$ cat src/hdl/assert_macros.svh
// Assertion macros used by the top-level RTL file of the pixel curves gradient map.
`ifndef ASSERT_MACROS_SVH
`define ASSERT_MACROS_SVH

`ifndef SYNTHESIS

// Checks that cons holds in the same cycle whenever ante holds.
`define PCGM_ASSERT_NOW(label, clk, rst_n, ante, cons) \
    label: assert property (@(posedge clk) disable iff (!(rst_n)) (ante) |-> (cons)) \
        else $error("pcgm assertion failed");

// Checks that cons holds in the cycle after ante holds.
`define PCGM_ASSERT_NEXT(label, clk, rst_n, ante, cons) \
    label: assert property (@(posedge clk) disable iff (!(rst_n)) (ante) |=> (cons)) \
        else $error("pcgm assertion failed");

`else

`define PCGM_ASSERT_NOW(label, clk, rst_n, ante, cons)
`define PCGM_ASSERT_NEXT(label, clk, rst_n, ante, cons)

`endif

`endif

$ cat src/hdl/pcgm_pkg.sv
// Package with the codes, constants and types of the pixel curves gradient map.
`default_nettype none

package pcgm_pkg;

    // Item commands.
    localparam logic CMD_PIXEL = 1'b0;
    localparam logic CMD_WRITE = 1'b1;

    // Table selects of a table write.
    localparam logic [1:0] SEL_RED   = 2'd0;
    localparam logic [1:0] SEL_GREEN = 2'd1;
    localparam logic [1:0] SEL_BLUE  = 2'd2;
    localparam logic [1:0] SEL_GRAD  = 2'd3;

    // Filter modes; the unused code behaves as bypass.
    localparam logic [1:0] MODE_BYPASS   = 2'd0;
    localparam logic [1:0] MODE_CURVES   = 2'd1;
    localparam logic [1:0] MODE_GRADIENT = 2'd2;

    // BT.601 luma weights, scaled by 1000.
    localparam int unsigned LUMA_R_WEIGHT = 299;
    localparam int unsigned LUMA_G_WEIGHT = 587;
    localparam int unsigned LUMA_B_WEIGHT = 114;

    // Division by 1000 as a multiply by ceil(2^28/1000) and a shift by 28.
    // Exact for every weighted sum up to 255000.
    localparam int unsigned LUMA_RECIP = 268436;
    localparam int unsigned LUMA_SHIFT = 28;

    // One item as it travels down the pipeline.
    typedef struct packed {
        logic        cmd;
        logic [7:0]  red;
        logic [7:0]  green;
        logic [7:0]  blue;
        logic [7:0]  alpha;
        logic [1:0]  sel;
        logic [7:0]  idx;
        logic [31:0] data;
    } t_pix;

    // Write request into one of the lookup tables.
    typedef struct packed {
        logic        we;
        logic [1:0]  sel;
        logic [7:0]  idx;
        logic [31:0] data;
    } t_tbl_wr;

endpackage

`default_nettype wire

$ cat src/hdl/pcgm_luma.sv
// Three-stage luma unit: weighted products, sum, reciprocal division by 1000.
`default_nettype none

module pcgm_luma
    import pcgm_pkg::*;
(
    input  logic       i_clk,
    input  logic       i_en,
    input  logic [7:0] i_red,
    input  logic [7:0] i_green,
    input  logic [7:0] i_blue,
    output logic [7:0] o_luma
);

    logic [16:0] r_prod_red;
    logic [17:0] r_prod_green;
    logic [14:0] r_prod_blue;
    logic [17:0] r_sum;
    logic [36:0] r_scaled;

    always_ff @(posedge i_clk) begin
        if (i_en) begin
            r_prod_red   <= 17'(i_red) * 17'(LUMA_R_WEIGHT);
            r_prod_green <= 18'(i_green) * 18'(LUMA_G_WEIGHT);
            r_prod_blue  <= 15'(i_blue) * 15'(LUMA_B_WEIGHT);
            r_sum        <= 18'(r_prod_red) + r_prod_green + 18'(r_prod_blue);
            r_scaled     <= 37'(r_sum) * 37'(LUMA_RECIP);
        end
    end

    assign o_luma = r_scaled[LUMA_SHIFT +: 8];

endmodule

`default_nettype wire

$ cat config.mk
export PLATFORM = sky130hd
export DESIGN_NAME = pcgm_luma
export DESIGN_NICKNAME = d
export VERILOG_FILES = /design/src/hdl/assert_macros.svh /design/src/hdl/pcgm_pkg.sv /design/src/hdl/pcgm_luma.sv
export SDC_FILE = /design/constraint.sdc
export NUM_CORES = 1
export LEC_CHECK = 0
export ABC_AREA = 1
export BUFFER_PORTS_ARGS = -buffer_cell sky130_fd_sc_hd__buf_2
export CORE_ASPECT_RATIO = 0.9
export CORE_MARGIN = 3
export CORE_UTILIZATION = 40
export DETAILED_ROUTE_END_ITERATION = 12
export PLACE_DENSITY = 0.55
export SLEW_MARGIN = 25
export SYNTH_ARGS = -nofsm -noshare
export SYNTH_HDL_FRONTEND = slang
export SYNTH_SLANG_ARGS = --single-unit
$ cat constraint.sdc
create_clock -name i_clk -period 5.8 [get_ports i_clk]
set_input_delay 0.58 -clock i_clk [delete_from_list [all_inputs] [get_ports i_clk]]
set_output_delay 0.58 -clock i_clk [all_outputs]
set_load 0.03 [all_outputs]
==> summary.txt <==
Run status
  – Outcome: complete, no violations

Timing
  – RSZ-0062 raised after global routing: false
  – Min Tclk post-route: 4.67 ns
  – Fmax: 0.214 GHz
  – Setup TNS: 0 ns
  – Final Hold Vio Count: 0
  – Relative slew slack: 0.337
  – Clk_skew: 0.00614 ns
  – Worst-Margin Slew: 0.994 ns
  – WHS: 0.492 ns
  – Period utilisation layout: 0.806
  – Final count of pins violating max slew: 0
  – Final Setup Violations: 0

Hold path
  – Hold depth: 1
  – HP Start: i_blue[0]
  – Worst hold path class: primary input to flop
  – Worst hold endpoint: r_prod_blue[1]$_DFFE_PP_

Clock network
  – H-tree depth: 3
  – Post-CTS Setup Bufs: 0
  – Root buf cell: clkbuf_16
  – Total CTS buffers: 9
  – CTS tree: yes
  – Clock latency on the worst-skew pair: 0.35 ns
  – # hold bufs at CTS: 0
  – Clock Tree Buf Depth: 2
  – Post_cts resized: 0
  – Worst-path clk slew: 0.06 ns
  – Clock Sinks: 75

Cells and area
  – Nets: 1,678
  – Synthesis-to-finish area growth: 7.75%
  – Fillers: 2,726
  – ANT cells: 0
  – Util after Layout: 0.443
  – Share of cells above drive strength 1: 0.0548

Yosys
  – Synth top area cells: ha_1 32%, edfxtp_1 20%, fa_1 17%
  – Top-count cell post-synth: ha_1
  – Sequential area share after synthesis: 0.200
  – Synth top area share: 0.316
  – Area leader, netlist: ha_1
  – Syn nets: 1,634
  – Top FF cell, synth: edfxtp_1
  – Number of warnings issued by yosys: 0
  – Syn Area/Cell: 9.13 um^2
  – Mapped Area: 11,200 um^2
  – Post-synth ARST share: 0
  – Flops & latches, synth: 75
  – Unique masters post-synth: 35
  – Post-Synthesis Cells: 1,230
  – Top post-synthesis cells by count: 284 x ha_1, 241 x inv_1, 217 x nand2_1, 94 x fa_1, 75 x edfxtp_1
  – Number of flops mapped to enable cells by yosys: 75

Worst setup path
  – Setup Crit Path Kind: flop to flop
  – R2R depth: 20
  – Setup crit start kind: flop
  – Nature of the critical path endpoint: flop
  – Crit Reg-Reg Startpoint: r_sum[6]$_DFFE_PP_
  – CP max FO: 6
  – Worst EP required: 5.90 ns
  – CP arrival: 4.78 ns
  – Worst R2R Setup Slack: 1.13 ns
  – Worst reg2reg endpoint: r_scaled[33]$_DFFE_PP_

Placed design
  – GPL Wtd Cong: 0.914
  – I/O Buffers: 33
  – HPWL Detailed: 20,700 um

Die
  – I/O pins: 34
  – Initial Utilization: 0.411
  – Die Y: 165 um
  – Width of the chip: 183 um
  – Placement row count: 57
  – Core footprint: 27,300 um^2
  – Die ar.: 30,100 um^2

Global route
  – Grt ovf: 0
  – Initial antenna violation count: 0
  – Largest net degree at the start of global routing: 76
  – First-pass GRT wire length: 39,800 um
  – GR Util All Layers: 0.167
  – Vias in the first global route: 8,191

Route
  – Drt wl/cell: 14.5 um
  – Routed wire length: 23,600 um
  – Via count: 7,977
  – Via density per instance: 4.89
  – DRC Markers: 0
  – Final ANT Viol Nets: 0
  – Drt pass-1 iters: 7
  – DRT iter0 DRCs: 299

Run
  – Max Cap Viol: 0
[layout make-up]
cell class	count	area (um^2)	share of cell area
Inverter	242	908	0.0750
Sequential cell	75	2250	0.186
Tap cell	354	443	0.0366
Timing Repair Buffer	33	168	0.0139
Clock inverter	4	27.5	0.00227
Clock buffer	11	233	0.0192
Multi-Input combinational cell	913	8070	0.667
[per-layer routing]
metal / up-vias / GRT usage / share of wire
li1: 4144 / - / -
met2: 90 / 0.291 / 0.48
met4: 0 / 0.0305 / 0.013
met1: 3717 / 0.221 / 0.48
met5: - / 0 / 0
met3: 26 / 0.0258 / 0.026
[critical path, cell delays in order (launching register included)]
cell and delay (ns):
edfxtp_1 0.50, ha_1 0.34, ha_1 0.22, fa_1 0.53, inv_1 0.05, fa_1 0.47, inv_1 0.06, fa_1 0.53
inv_1 0.05, fa_1 0.52, inv_1 0.04, ha_1 0.30, nand2_1 0.10, inv_1 0.14, nand2_1 0.07, nand2_1 0.06
nand2_1 0.05, a21oi_1 0.19, nor2_1 0.08, nand3_1 0.08, nand2_1 0.06
[worst max path at each step]
stage                       start  cells after the start  slack (ns)                      to
2_1_floorplan  r_sum[6]$_DFFE_PP_                     21        1.40  r_scaled[28]$_DFFE_PP_
3_3_place_gp   r_sum[6]$_DFFE_PP_                     20        1.17  r_scaled[33]$_DFFE_PP_
3_5_place_dp   r_sum[6]$_DFFE_PP_                     20        1.15  r_scaled[33]$_DFFE_PP_
4_1_cts        r_sum[6]$_DFFE_PP_                     20        1.13  r_scaled[33]$_DFFE_PP_
5_1_grt        r_sum[6]$_DFFE_PP_                     20        0.81  r_scaled[33]$_DFFE_PP_
6_report       r_sum[6]$_DFFE_PP_                     20        1.13  r_scaled[33]$_DFFE_PP_
[flip-flops by register name, summed over array words and instances, names as in the netlist]
register / count
r_prod_red: 17
r_prod_blue: 14
r_prod_green: 18
r_scaled: 8
r_sum: 18
[cell usage in the layout (no fill, tap or decap), types with 2 or more instances in the layout]
cell type and count:
and2_1 2, nor2_4 3, ha_1 284, buf_2 32
nor2_1 64, clkbuf_16 9, nand4_1 9, xnor2_1 13
nand3_1 55, o21ai_0 17, edfxtp_1 75, o21bai_1 12
clkinv_2 2, nand2_2 8, o21ai_1 2, inv_1 241
nand2_1 217, fa_1 94, clkbuf_1 2, nor2_2 4
o211ai_1 3, a31oi_1 5, o21ai_2 2, a21oi_1 68
nor3_1 8, a21o_1 2, o21a_1 3, xor2_1 28
[kinds of logic (layout without fill, tap and decap cells)]
family          after synthesis  after routing  synth area share
compound gates              118            118            0.0596
simple gates                376            376             0.143
buf+inv                     242            290            0.0809
flops                        75             75             0.200
fa+ha+maj                   378            378             0.484
xor+xnor                     41             41            0.0320
[metrics by stage]
step / cells / setup WS, ns / cell area (um^2)
2_1_floorplan: 1230 / 1.40 / 11200
3_3_place_gp: 1617 / 1.17 / 11800
3_5_place_dp: 1617 / 1.15 / 11800
4_1_cts: 1632 / 1.13 / 12100
5_1_grt: 1632 / 0.809 / 12100
6_report: 1632 / 1.13 / 12100
Power is left out: the tool's default activity adds up to more than one toggle a clock period on the data nets, which glitch-free logic cannot reach.
